## config.mk

```make
export PLATFORM = sky130hd
export DESIGN_NAME = chroma_match_centroid_unit
export DESIGN_NICKNAME = d
export VERILOG_FILES = /design/src/design/cmc_pkg.sv /design/src/design/cmc_div.sv /design/src/design/cmc_datapath.sv /design/src/design/cmc_ctrl.sv /design/src/design/chroma_match_centroid_unit.sv
export SDC_FILE = /design/constraint.sdc
export NUM_CORES = 1
export LEC_CHECK = 0
export BUFFER_PORTS_ARGS = -buffer_cell sky130_fd_sc_hd__buf_2
export CAP_MARGIN = 0
export CORE_MARGIN = 2
export CORE_UTILIZATION = 64
export DETAILED_ROUTE_END_ITERATION = 16
export PLACE_DENSITY = 0.93
export SLEW_MARGIN = 20
export SYNTH_ARGS = -nofsm -noshare
export SYNTH_HDL_FRONTEND = slang
export SYNTH_HIERARCHICAL = 1
export SYNTH_SLANG_ARGS = --single-unit
```

## constraint.sdc

```tcl
create_clock -name clk_i -period 11.9 [get_ports clk_i]
set_input_delay 3.57 -clock clk_i [delete_from_list [all_inputs] [get_ports clk_i]]
set_output_delay 3.57 -clock clk_i [all_outputs]
set_load 0.05 [all_outputs]
```

## src/design/cmc_pkg.sv

```systemverilog
// Shared types, widths and reset values for the chroma match centroid block.
// No dependencies; every other file in the block refers to this package.
`timescale 1ns / 1ps

package cmc_pkg;

  localparam int COORD_BITS   = 12;
  localparam int CHROMA_BITS  = 8;
  localparam int THR_BITS     = 17;
  localparam int SPACING_BITS = 8;
  localparam int SUM_BITS     = 37;
  localparam int CNT_BITS     = 25;
  localparam int HALF_BITS    = SPACING_BITS - 1;
  localparam int CFG_IDX_BITS = 3;
  localparam int CFG_DATA_BITS = (THR_BITS > COORD_BITS) ? THR_BITS : COORD_BITS;

  // divider widths: the divisor starts shifted up by COORD_BITS-1 places
  localparam int DSR_BITS  = CNT_BITS + COORD_BITS - 1;
  localparam int CMP_BITS  = SUM_BITS + COORD_BITS;
  localparam int STEP_BITS = $clog2(COORD_BITS);

  localparam logic [CHROMA_BITS-1:0]  RST_TARGET_U  = CHROMA_BITS'(135);
  localparam logic [CHROMA_BITS-1:0]  RST_TARGET_V  = CHROMA_BITS'(64);
  localparam logic [THR_BITS-1:0]     RST_THRESHOLD = THR_BITS'(1000);
  localparam logic [SPACING_BITS-1:0] RST_SPACING   = SPACING_BITS'(8);
  localparam logic [COORD_BITS-1:0]   RST_WIDTH     = COORD_BITS'(1280);
  localparam logic [COORD_BITS-1:0]   RST_HEIGHT    = COORD_BITS'(720);
  localparam logic [COORD_BITS-1:0]   RST_HALF      = COORD_BITS'(RST_SPACING >> 1);

  typedef enum logic [CFG_IDX_BITS-1:0] {
    CFG_TARGET_U,
    CFG_TARGET_V,
    CFG_THRESHOLD,
    CFG_SPACING,
    CFG_WIDTH,
    CFG_HEIGHT
  } cfg_reg_e;

  typedef struct packed {
    logic [CHROMA_BITS-1:0] chroma_u;
    logic [CHROMA_BITS-1:0] chroma_v;
  } in_item_t;

  typedef struct packed {
    logic [COORD_BITS-1:0] sample_x;
    logic [COORD_BITS-1:0] sample_y;
    logic                  is_match;
    logic                  frame_done;
    logic [COORD_BITS-1:0] mean_x;
    logic [COORD_BITS-1:0] mean_y;
    logic [CNT_BITS-1:0]   match_count;
  } out_item_t;

  typedef struct packed {
    logic accept;
    logic load_item;
    logic div_start;
    logic load_done;
  } ctrl_cmd_t;

  typedef struct packed {
    logic frame_end;
    logic div_done;
  } dp_status_t;

endpackage

```

## src/design/cmc_div.sv

```systemverilog
// Iterative restoring divider for the centroid: one quotient bit per cycle.
// Depends on cmc_pkg. Quotient is known to fit COORD_BITS (mean of coordinates).
`timescale 1ns / 1ps

module cmc_div (
  input  logic                          clk_i,
  input  logic                          rst_ni,
  input  logic                          start_i,
  input  logic [cmc_pkg::SUM_BITS-1:0]  dividend_i,
  input  logic [cmc_pkg::CNT_BITS-1:0]  divisor_i,
  output logic [cmc_pkg::COORD_BITS-1:0] quotient_o,
  output logic                          done_o
);

  logic [cmc_pkg::SUM_BITS-1:0]   rem_q, rem_d;
  logic [cmc_pkg::DSR_BITS-1:0]   dsr_q;
  logic [cmc_pkg::COORD_BITS-1:0] quo_q;
  logic [cmc_pkg::STEP_BITS-1:0]  step_q;
  logic                           busy_q;
  logic                           done_q;
  logic [cmc_pkg::CMP_BITS-1:0]   rem_ext, dsr_ext, diff;
  logic                           ge;

  assign rem_ext = cmc_pkg::CMP_BITS'(rem_q);
  assign dsr_ext = cmc_pkg::CMP_BITS'(dsr_q);
  assign ge      = rem_ext >= dsr_ext;
  assign diff    = rem_ext - dsr_ext;
  assign rem_d   = ge ? diff[cmc_pkg::SUM_BITS-1:0] : rem_q;

  always_ff @(posedge clk_i or negedge rst_ni) begin
    if (!rst_ni) begin
      busy_q <= 1'b0;
      done_q <= 1'b0;
      step_q <= '0;
    end else begin
      done_q <= busy_q && !start_i && (step_q == '0);
      if (start_i) begin
        busy_q <= 1'b1;
        step_q <= cmc_pkg::STEP_BITS'(cmc_pkg::COORD_BITS - 1);
      end else if (busy_q) begin
        if (step_q == '0) begin
          busy_q <= 1'b0;
        end else begin
          step_q <= step_q - 1'b1;
        end
      end
    end
  end

  always_ff @(posedge clk_i) begin
    if (start_i) begin
      rem_q <= dividend_i;
      dsr_q <= {divisor_i, {(cmc_pkg::COORD_BITS - 1){1'b0}}};
      quo_q <= '0;
    end else if (busy_q) begin
      rem_q <= rem_d;
      dsr_q <= dsr_q >> 1;
      quo_q <= {quo_q[cmc_pkg::COORD_BITS-2:0], ge};
    end
  end

  assign quotient_o = quo_q;
  assign done_o     = done_q;

endmodule

```

## src/design/cmc_datapath.sv

```systemverilog
// Datapath: configuration registers, grid walker, chroma distance test,
// accumulators, centroid dividers and the output register. Depends on cmc_pkg, cmc_div.
`timescale 1ns / 1ps

module cmc_datapath (
  input  logic                              clk_i,
  input  logic                              rst_ni,
  input  logic                              cfg_we_i,
  input  logic [cmc_pkg::CFG_IDX_BITS-1:0]  cfg_idx_i,
  input  logic [cmc_pkg::CFG_DATA_BITS-1:0] cfg_wdata_i,
  input  cmc_pkg::in_item_t                 in_data_i,
  input  cmc_pkg::ctrl_cmd_t                cmd_i,
  output cmc_pkg::dp_status_t               status_o,
  output cmc_pkg::out_item_t                out_data_o
);

  localparam int XB = cmc_pkg::COORD_BITS + 1;

  logic [cmc_pkg::CHROMA_BITS-1:0]  tu_q, tv_q;
  logic [cmc_pkg::THR_BITS-1:0]     thr_q;
  logic [cmc_pkg::SPACING_BITS-1:0] sp_q;
  logic [cmc_pkg::COORD_BITS-1:0]   fw_q, fh_q;
  logic [cmc_pkg::COORD_BITS-1:0]   grid_x_q, grid_y_q;
  logic [cmc_pkg::SUM_BITS-1:0]     sum_x_q, sum_y_q;
  logic [cmc_pkg::CNT_BITS-1:0]     hit_q;

  cmc_pkg::out_item_t out_q, pend_q, res, fin;

  logic [cmc_pkg::SPACING_BITS-1:0] sp_eff, sp_new, sp_new_eff;
  logic [cmc_pkg::HALF_BITS-1:0]    half, half_new;
  logic [cmc_pkg::COORD_BITS-1:0]   half_c, half_new_c, sp_c, lim_x, lim_y;
  logic [XB-1:0]                    next_x, next_y;
  logic                             empty, last_col, last_row, frame_end;
  logic                             geo_wr;
  logic signed [cmc_pkg::CHROMA_BITS:0]     du, dv;
  logic signed [2*cmc_pkg::CHROMA_BITS+1:0] du_w, dv_w;
  logic [2*cmc_pkg::CHROMA_BITS+1:0]        du_sq, dv_sq, sq_dist;
  logic                             match;
  logic [cmc_pkg::SUM_BITS-1:0]     sum_x_nx, sum_y_nx;
  logic [cmc_pkg::CNT_BITS-1:0]     hit_nx;
  logic [cmc_pkg::COORD_BITS-1:0]   quo_x, quo_y;
  logic                             done_x, done_y;

  // a spacing of zero behaves as one
  assign sp_eff = (sp_q == '0) ? cmc_pkg::SPACING_BITS'(1) : sp_q;
  assign half   = sp_eff[cmc_pkg::SPACING_BITS-1:1];
  assign half_c = cmc_pkg::COORD_BITS'(half);
  assign sp_c   = cmc_pkg::COORD_BITS'(sp_eff);

  // no grid point when 2*half exceeds the frame size
  assign empty = ({half_c, 1'b0} > {1'b0, fw_q}) || ({half_c, 1'b0} > {1'b0, fh_q});
  assign lim_x = fw_q - half_c;
  assign lim_y = fh_q - half_c;
  assign next_x = {1'b0, grid_x_q} + {1'b0, sp_c};
  assign next_y = {1'b0, grid_y_q} + {1'b0, sp_c};
  assign last_col  = next_x > {1'b0, lim_x};
  assign last_row  = next_y > {1'b0, lim_y};
  assign frame_end = !empty && last_col && last_row;

  assign du      = $signed({1'b0, in_data_i.chroma_u}) - $signed({1'b0, tu_q});
  assign dv      = $signed({1'b0, in_data_i.chroma_v}) - $signed({1'b0, tv_q});
  assign du_w    = (2*cmc_pkg::CHROMA_BITS+2)'(du);
  assign dv_w    = (2*cmc_pkg::CHROMA_BITS+2)'(dv);
  assign du_sq   = du_w * du_w;
  assign dv_sq   = dv_w * dv_w;
  assign sq_dist = du_sq + dv_sq;
  assign match   = sq_dist < (2*cmc_pkg::CHROMA_BITS+2)'(thr_q);

  assign sum_x_nx = match ? sum_x_q + cmc_pkg::SUM_BITS'(grid_x_q) : sum_x_q;
  assign sum_y_nx = match ? sum_y_q + cmc_pkg::SUM_BITS'(grid_y_q) : sum_y_q;
  assign hit_nx   = match ? hit_q + 1'b1 : hit_q;

  always_comb begin
    res = '0;
    if (empty) begin
      res.sample_x   = half_c;
      res.sample_y   = half_c;
      res.frame_done = 1'b1;
    end else begin
      res.sample_x   = grid_x_q;
      res.sample_y   = grid_y_q;
      res.is_match   = match;
      res.frame_done = frame_end;
      if (frame_end) begin
        res.match_count = hit_nx;
      end
    end
  end

  // geometry writes restart the frame with the half step of the new spacing
  assign geo_wr = cfg_we_i && ((cfg_idx_i == cmc_pkg::CFG_SPACING) ||
                               (cfg_idx_i == cmc_pkg::CFG_WIDTH) ||
                               (cfg_idx_i == cmc_pkg::CFG_HEIGHT));
  assign sp_new = (cfg_idx_i == cmc_pkg::CFG_SPACING) ?
                  cfg_wdata_i[cmc_pkg::SPACING_BITS-1:0] : sp_q;
  assign sp_new_eff = (sp_new == '0) ? cmc_pkg::SPACING_BITS'(1) : sp_new;
  assign half_new   = sp_new_eff[cmc_pkg::SPACING_BITS-1:1];
  assign half_new_c = cmc_pkg::COORD_BITS'(half_new);

  always_ff @(posedge clk_i or negedge rst_ni) begin
    if (!rst_ni) begin
      tu_q     <= cmc_pkg::RST_TARGET_U;
      tv_q     <= cmc_pkg::RST_TARGET_V;
      thr_q    <= cmc_pkg::RST_THRESHOLD;
      sp_q     <= cmc_pkg::RST_SPACING;
      fw_q     <= cmc_pkg::RST_WIDTH;
      fh_q     <= cmc_pkg::RST_HEIGHT;
      grid_x_q <= cmc_pkg::RST_HALF;
      grid_y_q <= cmc_pkg::RST_HALF;
      sum_x_q  <= '0;
      sum_y_q  <= '0;
      hit_q    <= '0;
    end else begin
      if (cfg_we_i) begin
        unique case (cmc_pkg::cfg_reg_e'(cfg_idx_i))
          cmc_pkg::CFG_TARGET_U:  tu_q  <= cfg_wdata_i[cmc_pkg::CHROMA_BITS-1:0];
          cmc_pkg::CFG_TARGET_V:  tv_q  <= cfg_wdata_i[cmc_pkg::CHROMA_BITS-1:0];
          cmc_pkg::CFG_THRESHOLD: thr_q <= cfg_wdata_i[cmc_pkg::THR_BITS-1:0];
          cmc_pkg::CFG_SPACING:   sp_q  <= cfg_wdata_i[cmc_pkg::SPACING_BITS-1:0];
          cmc_pkg::CFG_WIDTH:     fw_q  <= cfg_wdata_i[cmc_pkg::COORD_BITS-1:0];
          cmc_pkg::CFG_HEIGHT:    fh_q  <= cfg_wdata_i[cmc_pkg::COORD_BITS-1:0];
          default: ;
        endcase
      end
      if (geo_wr) begin
        grid_x_q <= half_new_c;
        grid_y_q <= half_new_c;
        sum_x_q  <= '0;
        sum_y_q  <= '0;
        hit_q    <= '0;
      end else if (cmd_i.accept) begin
        if (empty || frame_end) begin
          grid_x_q <= half_c;
          grid_y_q <= half_c;
          sum_x_q  <= '0;
          sum_y_q  <= '0;
          hit_q    <= '0;
        end else begin
          sum_x_q <= sum_x_nx;
          sum_y_q <= sum_y_nx;
          hit_q   <= hit_nx;
          if (last_col) begin
            grid_x_q <= half_c;
            grid_y_q <= next_y[cmc_pkg::COORD_BITS-1:0];
          end else begin
            grid_x_q <= next_x[cmc_pkg::COORD_BITS-1:0];
          end
        end
      end
    end
  end

  cmc_div u_div_x (
    .clk_i      (clk_i),
    .rst_ni     (rst_ni),
    .start_i    (cmd_i.div_start),
    .dividend_i (sum_x_nx),
    .divisor_i  (hit_nx),
    .quotient_o (quo_x),
    .done_o     (done_x)
  );

  cmc_div u_div_y (
    .clk_i      (clk_i),
    .rst_ni     (rst_ni),
    .start_i    (cmd_i.div_start),
    .dividend_i (sum_y_nx),
    .divisor_i  (hit_nx),
    .quotient_o (quo_y),
    .done_o     (done_y)
  );

  // no matches: centroid stays at zero
  always_comb begin
    fin = pend_q;
    if (pend_q.match_count != '0) begin
      fin.mean_x = quo_x;
      fin.mean_y = quo_y;
    end
  end

  always_ff @(posedge clk_i) begin
    if (cmd_i.div_start) begin
      pend_q <= res;
    end
    if (cmd_i.load_item) begin
      out_q <= res;
    end else if (cmd_i.load_done) begin
      out_q <= fin;
    end
  end

  assign status_o.frame_end = frame_end;
  assign status_o.div_done  = done_x && done_y;
  assign out_data_o         = out_q;

endmodule

```

## src/design/cmc_ctrl.sv

```systemverilog
// Controller: sequences item acceptance, the end-of-frame divide and the
// output register valid flag. Depends on cmc_pkg.
`timescale 1ns / 1ps

module cmc_ctrl (
  input  logic                clk_i,
  input  logic                rst_ni,
  input  logic                in_valid_i,
  input  logic                out_stall_i,
  input  cmc_pkg::dp_status_t status_i,
  output logic                in_stall_o,
  output logic                out_valid_o,
  output cmc_pkg::ctrl_cmd_t  cmd_o
);

  typedef enum logic [1:0] {
    ST_RUN,
    ST_DIV,
    ST_HOLD
  } state_e;

  state_e state_q;
  logic   out_valid_q;
  logic   out_free;

  assign out_free = !out_valid_q || !out_stall_i;

  always_comb begin
    cmd_o      = '0;
    in_stall_o = 1'b1;
    unique case (state_q)
      ST_RUN: begin
        in_stall_o      = !out_free;
        cmd_o.accept    = in_valid_i && out_free;
        cmd_o.load_item = cmd_o.accept && !status_i.frame_end;
        cmd_o.div_start = cmd_o.accept && status_i.frame_end;
      end
      ST_DIV: begin
        cmd_o.load_done = status_i.div_done && out_free;
      end
      ST_HOLD: begin
        cmd_o.load_done = out_free;
      end
      default: ;
    endcase
  end

  always_ff @(posedge clk_i or negedge rst_ni) begin
    if (!rst_ni) begin
      state_q     <= ST_RUN;
      out_valid_q <= 1'b0;
    end else begin
      unique case (state_q)
        ST_RUN: begin
          if (cmd_o.div_start) begin
            state_q <= ST_DIV;
          end
        end
        ST_DIV: begin
          if (status_i.div_done) begin
            state_q <= out_free ? ST_RUN : ST_HOLD;
          end
        end
        ST_HOLD: begin
          if (out_free) begin
            state_q <= ST_RUN;
          end
        end
        default: state_q <= ST_RUN;
      endcase
      if (cmd_o.load_item || cmd_o.load_done) begin
        out_valid_q <= 1'b1;
      end else if (!out_stall_i) begin
        out_valid_q <= 1'b0;
      end
    end
  end

  assign out_valid_o = out_valid_q;

endmodule

```

## src/design/chroma_match_centroid_unit.sv

```systemverilog
// Top level of the chroma match centroid block: controller plus datapath.
// Depends on cmc_pkg, cmc_ctrl, cmc_datapath (and through it cmc_div).
//
//   channel | handshake               | payload
//   --------+-------------------------+------------------------------------
//   input   | in_valid_i / in_stall_o | in_data_i  (cmc_pkg::in_item_t)
//   output  | out_valid_o/out_stall_i | out_data_o (cmc_pkg::out_item_t)
//   config  | cfg_we_i                | cfg_idx_i, cfg_wdata_i
//
// An ordinary grid point's result is registered at the accepting edge, and a
// new item can be taken every cycle while the output register is free.
// The last grid point of a frame starts the bit-per-cycle centroid dividers
// on acceptance; its result is registered once both are done and the output
// register is free; input is stalled meanwhile.
// Reset restores register defaults and starts a new frame; nothing to sweep.
// A stalled output holds its item; outside the divide, input is stalled only
// while the output register holds a stalled item.
`timescale 1ns / 1ps

module chroma_match_centroid_unit (
  input  logic                              clk_i,
  input  logic                              rst_ni,
  input  logic                              in_valid_i,
  output logic                              in_stall_o,
  input  cmc_pkg::in_item_t                 in_data_i,
  output logic                              out_valid_o,
  input  logic                              out_stall_i,
  output cmc_pkg::out_item_t                out_data_o,
  input  logic                              cfg_we_i,
  input  logic [cmc_pkg::CFG_IDX_BITS-1:0]  cfg_idx_i,
  input  logic [cmc_pkg::CFG_DATA_BITS-1:0] cfg_wdata_i
);

  cmc_pkg::ctrl_cmd_t  cmd;
  cmc_pkg::dp_status_t status;

  cmc_ctrl u_ctrl (
    .clk_i       (clk_i),
    .rst_ni      (rst_ni),
    .in_valid_i  (in_valid_i),
    .out_stall_i (out_stall_i),
    .status_i    (status),
    .in_stall_o  (in_stall_o),
    .out_valid_o (out_valid_o),
    .cmd_o       (cmd)
  );

  cmc_datapath u_datapath (
    .clk_i       (clk_i),
    .rst_ni      (rst_ni),
    .cfg_we_i    (cfg_we_i),
    .cfg_idx_i   (cfg_idx_i),
    .cfg_wdata_i (cfg_wdata_i),
    .in_data_i   (in_data_i),
    .cmd_i       (cmd),
    .status_o    (status),
    .out_data_o  (out_data_o)
  );

endmodule

```

==> summary.txt, run 1 <==
Yosys
  • Async S/R FF share, synth: roughly two fifths
  • Synth Cell Area: ~0.037 mm^2
  • Register bit count reported by yosys: between 400 and 500
  • Largest area contributor in the netlist: edfxtp_1
  • Top cells by area, synth: edfxtp_1 (18%), dfrtp_1 (12%), ha_1 (9.5%), fa_1 (8.0%), nand2_1 (4.9%)
  • Avg Cell Area, Syn: ~9 um^2
  • Top cell type's share of synthesized area: 18.2%
  • Most frequent cell after synthesis: nand2_1
  • Sequential share of the synthesized area: 35.7%
  • Post-synth EDFFs: 226
  • Top cells by count, synth: nand2_1 (483), inv_1 (395), o21ai_0 (325)
  • Mapped Nets: ~4500
  • Ys Warns: 6
  • Mapped Cells: just over 4000
  • Netlist cell types: between 100 and 150
  • Most common flop cell mapped by yosys: edfxtp_1

STA
  • GR repair worst EP: u_datapath/u_div_y/dsr_q[31]$_DFFE_PP_/D
  • Worst_ep kind: register input

Placement
  • Cell total after placement: ~5000
  • IO Port Bufs: around 120
  • RePlAce Congestion: 0.980
  • HPWL after DPL: around 75 mm

Floorplan
  • Core Rows: just under 90
  • Die X: roughly 250 um
  • Io pins: around 120
  • Die H: between 200 and 250 um
  • Starting Density: between 60% and 70%

Clock tree
  • Root buf cell: clkbuf_16
  • CTS buffer count: 52
  • H-tree levels: 2
  • # clock sinks: 499
  • Clock buffer depth: 3

Global route
  • Largest net degree at the start of global routing: between 150 and 200
  • GRT overflow: 11
  • GRT Overall Usage: between 60% and 70%

Outcome
  • Status: did not finish
  • Fail Step: global routing
  • Tool error: [ERROR GRT-0232] Routing congestion too high. Check the congestion heatmap in the GUI.
## routing by layer
metal  GRT overflow  track usage, %
met1              0            67.3
met2              4            82.5
met3              1            59.6
met4              6            63.7
met5              0            39.7
## logic make-up after synthesis
family,after synthesis,share of synthesized area [%]
flip-flops,499,35.7
buffers and inverters,590,6.48
AO/OA/AOI/OAI,1025,17.7
adder cells (fa/ha/maj),431,17.5
AND/OR/NAND/NOR,1201,14.9
XOR/XNOR,220,5.24
multiplexers,87,2.45
## what timing repair did
action                     4_1_cts
setup endpoints to repair      275
pin swaps                      223
resized for setup              478
hold buffers                     0
gates cloned                    12
setup buffers                   84
## metrics by stage
stage	setup slack (ps)	cell area, um^2
floorplan	-524	37900
global placement	-933	40600
detailed placement	-1350	40600
CTS	-464	45100
==> run 2, diff against run 1 <==
--- a/config.mk
+++ b/config.mk
@@ -8,9 +8,9 @@
 export BUFFER_PORTS_ARGS = -buffer_cell sky130_fd_sc_hd__buf_2
 export CAP_MARGIN = 0
 export CORE_MARGIN = 2
-export CORE_UTILIZATION = 64
+export CORE_UTILIZATION = 40
 export DETAILED_ROUTE_END_ITERATION = 16
-export PLACE_DENSITY = 0.93
+export PLACE_DENSITY_LB_ADDON = 0.15
 export SLEW_MARGIN = 20
 export SYNTH_ARGS = -nofsm -noshare
 export SYNTH_HDL_FRONTEND = slang
==> run 2 against run 1 <==
Net effect:
- the flow now finishes, with violations (setup timing)
- synthesized cell count unchanged
- area after synthesis unchanged
==> summary.txt, run 2 <==
Outcome
  • Status: finished with violations
  • Violated checks: setup timing

STA
  • Final Hold Violating Endpoints: 0
  • Final Skew: 37.8 ps
  • Ratio of final minimum period to clock period: 103%
  • Worst-Margin Slew: roughly 1000 ps
  • Unrepaired setup endpoints after global routing: true
  • Crit path time final: 12230 ps
  • Slew HR: slightly above 30%
  • Sum Neg Setup Slack: -34690 ps
  • Final setup viols: approximately 250
  • FMAX: between 80 and 90 MHz
  • Smallest setup slack after layout: -327 ps
  • WHS: approximately 470 ps
  • Max Slew Vio Count: 0

Clock tree
  • CTS tree: done
  • # clock sinks: about 500
  • Cts hold-fix bufs: 0
  • CTS buffer count: 58
  • H-tree levels: 2
  • Clock buffer depth: 3
  • Root buf cell: clkbuf_16
  • Clock Latency Late Sink: ~650 ps
  • Clk slew on worst S/H paths: 60 ps

Floorplan
  • Io pins: 118
  • Core Rows: 111
  • Starting Density: 40.5%
  • Die H: just over 300 um
  • Die X: roughly 310 um
  • Die footprint: about 0.095 mm^2
  • Core area: approximately 0.092 mm^2

Placement
  • HPWL after DPL: about 76 mm
  • IO Port Bufs: about 120
  • RePlAce Congestion: around 0.9

Yosys
  • Most common flop cell mapped by yosys: edfxtp_1
  • Sequential share of the synthesized area: about 36%
  • Mapped Cells: 4053
  • Compound-cell area share of the yosys netlist: 17.7%
  • Post-synthesis mux area share: under 10%
  • Mapped Nets: 4525
  • Synth Area in XOR/XNOR: 5.24%
  • Netlist cell types: between 100 and 150
  • Largest area contributor in the netlist: edfxtp_1
  • Top cells by count, synth: nand2_1 (483), inv_1 (395), o21ai_0 (325)
  • Async S/R FF share, synth: between 40% and 50%
  • Top cell type's share of synthesized area: roughly 18%
  • Synthesized-area fraction occupied by and/or/nand/nor cells: 14.9%
  • Most frequent cell after synthesis: nand2_1
  • Largest family of logic cells by synthesized area: compound AO/OA/AOI/OAI gates
  • Register bit count reported by yosys: between 400 and 500
  • Avg Cell Area, Syn: ~9.2 um^2
  • Top cells by area, synth: edfxtp_1 (18%), dfrtp_1 (12%), ha_1 (9.5%), fa_1 (8.0%), nand2_1 (4.9%)
  • Post-synth EDFFs: between 200 and 250
  • Synth Cell Area: between 0.03 and 0.04 mm^2
  • Ys Warns: 6
  • Post-synthesis adder-cell area fraction: about 17%

Detailed routing
  • Final wirelength: between 100 and 150 mm
  • Vias per cell: 5.33
  • Via count: between 30000 and 40000
  • DRC Markers: 0
  • Wire per inst: about 19 um
  • DRT Pass-1 Iters: 5
  • Starting DRT DRC Count: about 1900
  • Routed Antenna Nets: 0

Global route
  • GRT overflow: 0
  • First-pass GRT wire length: ~170 mm
  • Initial antenna violation count: 3
  • GRT Overall Usage: between 20 and 25%
  • Vias in the first global route: 30000
  • Largest net degree at the start of global routing: 127

Min path
  • Worst min-delay path category: reg -> reg

Flow run
  • Max Cap Violations: 0

Layout
  • Area grow syn2layout: 24.2%
  • Antenna cells: 0
  • Commonest non-fill, non-tap cell in the layout: nand2_1
  • Commonest cells after routing, fill and taps aside: nand2_1 (426), inv_1 (367), ha_1 (278)
  • Largest register FFs: 75
  • Final-stage net count: 4883
  • Share of cells above drive strength 1: between 20% and 30%

Critical path
  • Critical Setup Path Class: in -> reg
  • Critical Path Sink Type: register
  • CP Launch Type: input pin
  • Delay of the slowest cell on the worst path: about 500 ps
  • CP required: 12380 ps
  • WP data arrival: between 10000 and 15000 ps
  • CP Max Fanout: 5
  • Critical path's slowest cell: fa_1
  • Most frequent CP cell: fa_1
## run 2: cell counts after synthesis
No cell type changed its count.
## run 2: critical path, delay by kind of cell
| kind | cells | cell delay (ps) |
|---|---|---|
| AOI/OAI and AO/OA | 15 | 2640 |
| adders and majority gates | 11 | 4210 |
| xor gates and xnor gates | 2 | 280 |
| buffers and inverters | 15 | 1270 |
| and+or+nand+nor | 5 | 720 |
## run 2: logic make-up (layout without fill, tap and decap cells)
logic type      count (synthesis)  count (layout)
mux                            87              87
buf+inv                       590             995
xor+xnor                      220             220
flops                         499             499
compound gates               1025            1026
simple gates                 1201            1202
fa+ha+maj                     431             431
## run 2: final timing paths
path | start | to | slack [ps] | cells after the start
worst max-delay path | in_data_i[8] | u_datapath/u_div_x/rem_q[24] | -330 | 48
worst min-delay path | u_datapath/out_data_o[33] | u_datapath/out_data_o[33] | 470 | 1
worst max register to register | u_datapath/tu_q[1] | u_datapath/u_div_x/rem_q[24] | 2150 | 45
worst min register to register | u_datapath/out_data_o[33] | u_datapath/out_data_o[33] | 470 | 1
max in group asynchronous | rst_ni | u_datapath/thr_q[12] | 7540 | 2
min in group asynchronous | rst_ni | u_datapath/u_div_x/step_q[1] | 2910 | 1
## run 2: metal layers
metal / vias up / GRT usage, % / routed length (um) / share of wire (%)
met3: 148 / 2.90 / 4440 / 4.2
met1: 14800 / 29.7 / 48400 / 46
met4: 6 / 6.30 / 2690 / 2.5
met2: 550 / 36.2 / 50400 / 48
li1: 14900 / - / - / -
met5: - / 0 / 36 / 0.034
## run 2: final cells by class
class	instances	area [um^2]
clock buffer	81	1660
clock inverter	28	338
fill	8710	45700
inverter	404	1540
multi-input combinational	2966	23800
sequential	499	13300
tap	1243	1560
timing repair buffer	482	4000
## run 2: through the flow
| step | cell area [um^2] | cells | worst slack [ps] | utilization, % |
|---|---|---|---|---|
| after floorplan | 37900 | 4053 | -524 | - |
| after global placement | 41200 | 5496 | -1160 | 44.8 |
| after detailed placement | 41200 | 5496 | -1250 | 44.8 |
| after CTS | 44500 | 5663 | -272 | 48.4 |
| after global routing | 46200 | 5703 | -739 | 50.3 |
| final | 46200 | 5703 | -327 | 50.3 |
## run 2: what timing repair did
item / CTS / global route
pin swaps: 102 / 154
resized for setup: 190 / 358
setup endpoints to repair: 269 / 275
gates cloned: 4 / 4
setup buffers: 59 / 48
hold endpoints to repair: 0 / 0
Power of run 2 is left out: the tool's default activity adds up to more than one toggle a clock period on the data nets, which glitch-free logic cannot reach.
==> run 3, diff against run 2 <==
--- a/config.mk
+++ b/config.mk
@@ -11,6 +11,7 @@
 export CORE_UTILIZATION = 40
 export DETAILED_ROUTE_END_ITERATION = 16
 export PLACE_DENSITY_LB_ADDON = 0.15
+export REMOVE_ABC_BUFFERS = 1
 export SLEW_MARGIN = 20
 export SYNTH_ARGS = -nofsm -noshare
 export SYNTH_HDL_FRONTEND = slang
==> constraint.sdc (replaced) <==
create_clock -name clk_i -period 12.8 [get_ports clk_i]
set_input_delay 3.84 -clock clk_i [delete_from_list [all_inputs] [get_ports clk_i]]
set_output_delay 3.84 -clock clk_i [all_outputs]
set_load 0.05 [all_outputs]
==> run 3 against run 2 <==
Net effect:
- the run now ends clean
- sequential cell count did not move
- hold slack lost 1.1 ps
- first-iteration DRC count is 12% higher
- sequential share of layout area rose by 1.9 points
- cell count fell by 1.1%
- largest cell class unchanged
- global-route usage hardly changed
- worst setup slack better by 560 ps
- non-clock buffer count fell by 64
- core utilization fell by 3.1 points
==> summary.txt, run 3 (synthesized netlist as in run 2, its figures left out) <==
Floorplan
  • Die H: 309 um
  • Die X: 309 um
  • Die footprint: 0.0955 mm^2
  • Io pins: ~120
  • Core area: between 0.09 and 0.1 mm^2
  • Core Rows: between 100 and 150
  • Starting Density: between 40% and 50%

Global route
  • First-pass GRT wire length: 165 mm
  • Largest net degree at the start of global routing: 79
  • GRT overflow: 0
  • Vias in the first global route: ~30000
  • GRT Overall Usage: around 22%
  • Initial antenna violation count: 0

Layout
  • Antenna cells: 0
  • Share of cells above drive strength 1: approximately 17%
  • Final-stage net count: between 4000 and 5000
  • Area grow syn2layout: 16.4%
  • Largest register FFs: 75
  • Commonest cells after routing, fill and taps aside: nand2_1 (475), inv_1 (384), o21ai_0 (316)
  • Commonest non-fill, non-tap cell in the layout: nand2_1
  • Fillers: 8926

STA
  • Final setup viols: 0
  • Final Hold Violating Endpoints: 0
  • FMAX: 79.6 MHz
  • Final Skew: approximately 34 ps
  • Crit path time final: between 10000 and 15000 ps
  • Ratio of final minimum period to clock period: between 90% and 100%
  • Unrepaired setup endpoints after global routing: true
  • Worst-Margin Slew: 967 ps
  • Max Slew Vio Count: 0
  • WHS: roughly 470 ps
  • Slew HR: a little over a third

Clock tree
  • Cts hold-fix bufs: 0
  • Root buf cell: clkbuf_16
  • Clock buffer depth: 3
  • Clock Latency Late Sink: around 650 ps
  • CTS buffer count: a little under 60
  • CTS tree: done
  • Clk slew on worst S/H paths: ~60 ps
  • H-tree levels: 2
  • # clock sinks: around 500

Flow run
  • Max Cap Violations: 0

Critical path
  • CP required: ~13000 ps
  • WP data arrival: approximately 13000 ps
  • Critical Setup Path Class: in -> reg
  • CP Max Fanout: 5
  • Critical Path Sink Type: register
  • Cells on worst reg2reg path: between 40 and 50
  • CP Launch Type: input pin
  • Most frequent CP cell: fa_1
  • Delay of the slowest cell on the worst path: between 500 and 600 ps
  • Critical path's slowest cell: fa_1

Detailed routing
  • DRC Markers: 0
  • Via count: approximately 30000
  • DRT Pass-1 Iters: 6
  • Starting DRT DRC Count: 2094
  • Wire per inst: roughly 19 um
  • Final wirelength: ~100 mm
  • Vias per cell: ~5.4
  • Routed Antenna Nets: 0

Placement
  • IO Port Bufs: between 100 and 150
  • RePlAce Congestion: 0.874
  • HPWL after DPL: 77.5 mm

Outcome
  • Status: finished, final reports clean

Min path
  • Worst min-delay path category: reg -> reg
  • Hold Path Cell Cnt: 1
==> run 3: final cells by class <==
| class | count | area [um^2] | area share, % |
|---|---|---|---|
| timing repair buffer | 418 | 3000 | 6.92 |
| sequential | 499 | 13300 | 30.7 |
| clock buffer | 78 | 1700 | 3.93 |
| tap | 1243 | 1560 | 3.59 |
| multi-input combinational | 2964 | 22000 | 50.7 |
| inverter | 404 | 1520 | 3.51 |
| clock inverter | 32 | 280 | 0.647 |
==> run 3: final timing paths <==
check | startpoint | end | slack (ps)
worst max-delay path | in_data_i[0] | u_datapath/u_div_y/rem_q[30] | 230
worst min-delay path | u_datapath/u_div_y/quotient_o[11] | u_datapath/out_data_o[36] | 470
worst max register to register | u_datapath/tu_q[1] | u_datapath/u_div_y/rem_q[30] | 2970
worst min register to register | u_datapath/u_div_y/quotient_o[11] | u_datapath/out_data_o[36] | 470
max in group asynchronous | rst_ni | u_datapath/fw_q[4] | 8130
min in group asynchronous | rst_ni | u_datapath/u_div_x/step_q[2] | 3180
==> run 3: routing by layer <==
layer | vias to the layer above | wire [um] | global-route usage (%)
met5 | - | 0 | 0
met4 | 0 | 2600 | 5.73
met3 | 126 | 4780 | 2.39
met2 | 687 | 49000 | 36.5
met1 | 14700 | 48300 | 29.9
li1 | 14800 | - | -
==> run 3: per-stage QoR <==
stage / setup TNS (ps) / cell area, um^2 / worst slack [ps] / utilization [%] / cells
2_1_floorplan: -1446850 / 36300 / -7650 / - / 3867
3_3_place_gp: -171520 / 40800 / -837 / 44.3 / 5510
3_5_place_dp: -202190 / 40800 / -980 / 44.3 / 5510
4_1_cts: 0 / 42900 / 20.9 / 46.6 / 5624
5_1_grt: -1890 / 43300 / -94.3 / 47.1 / 5638
6_report: 0 / 43300 / 230 / 47.1 / 5638
==> run 3: timing repair <==
item / 4_1_cts / 5_1_grt
setup endpoints to repair: 178 / 273
pin swaps: 5 / 80
hold endpoints to repair: 0 / 0
resized for setup: 16 / 93
gates cloned: 0 / 3
setup buffers: 4 / 12
==> run 3: critical path: cells and delay by family <==
kind | cells | cell delay [ps]
AOI/OAI and AO/OA | 12 | 2230
adders and majority gates | 11 | 4390
xor gates and xnor gates | 3 | 360
buffers and inverters | 12 | 1080
and+or+nand+nor | 8 | 1160
Power of run 3 is left out for the same reason.
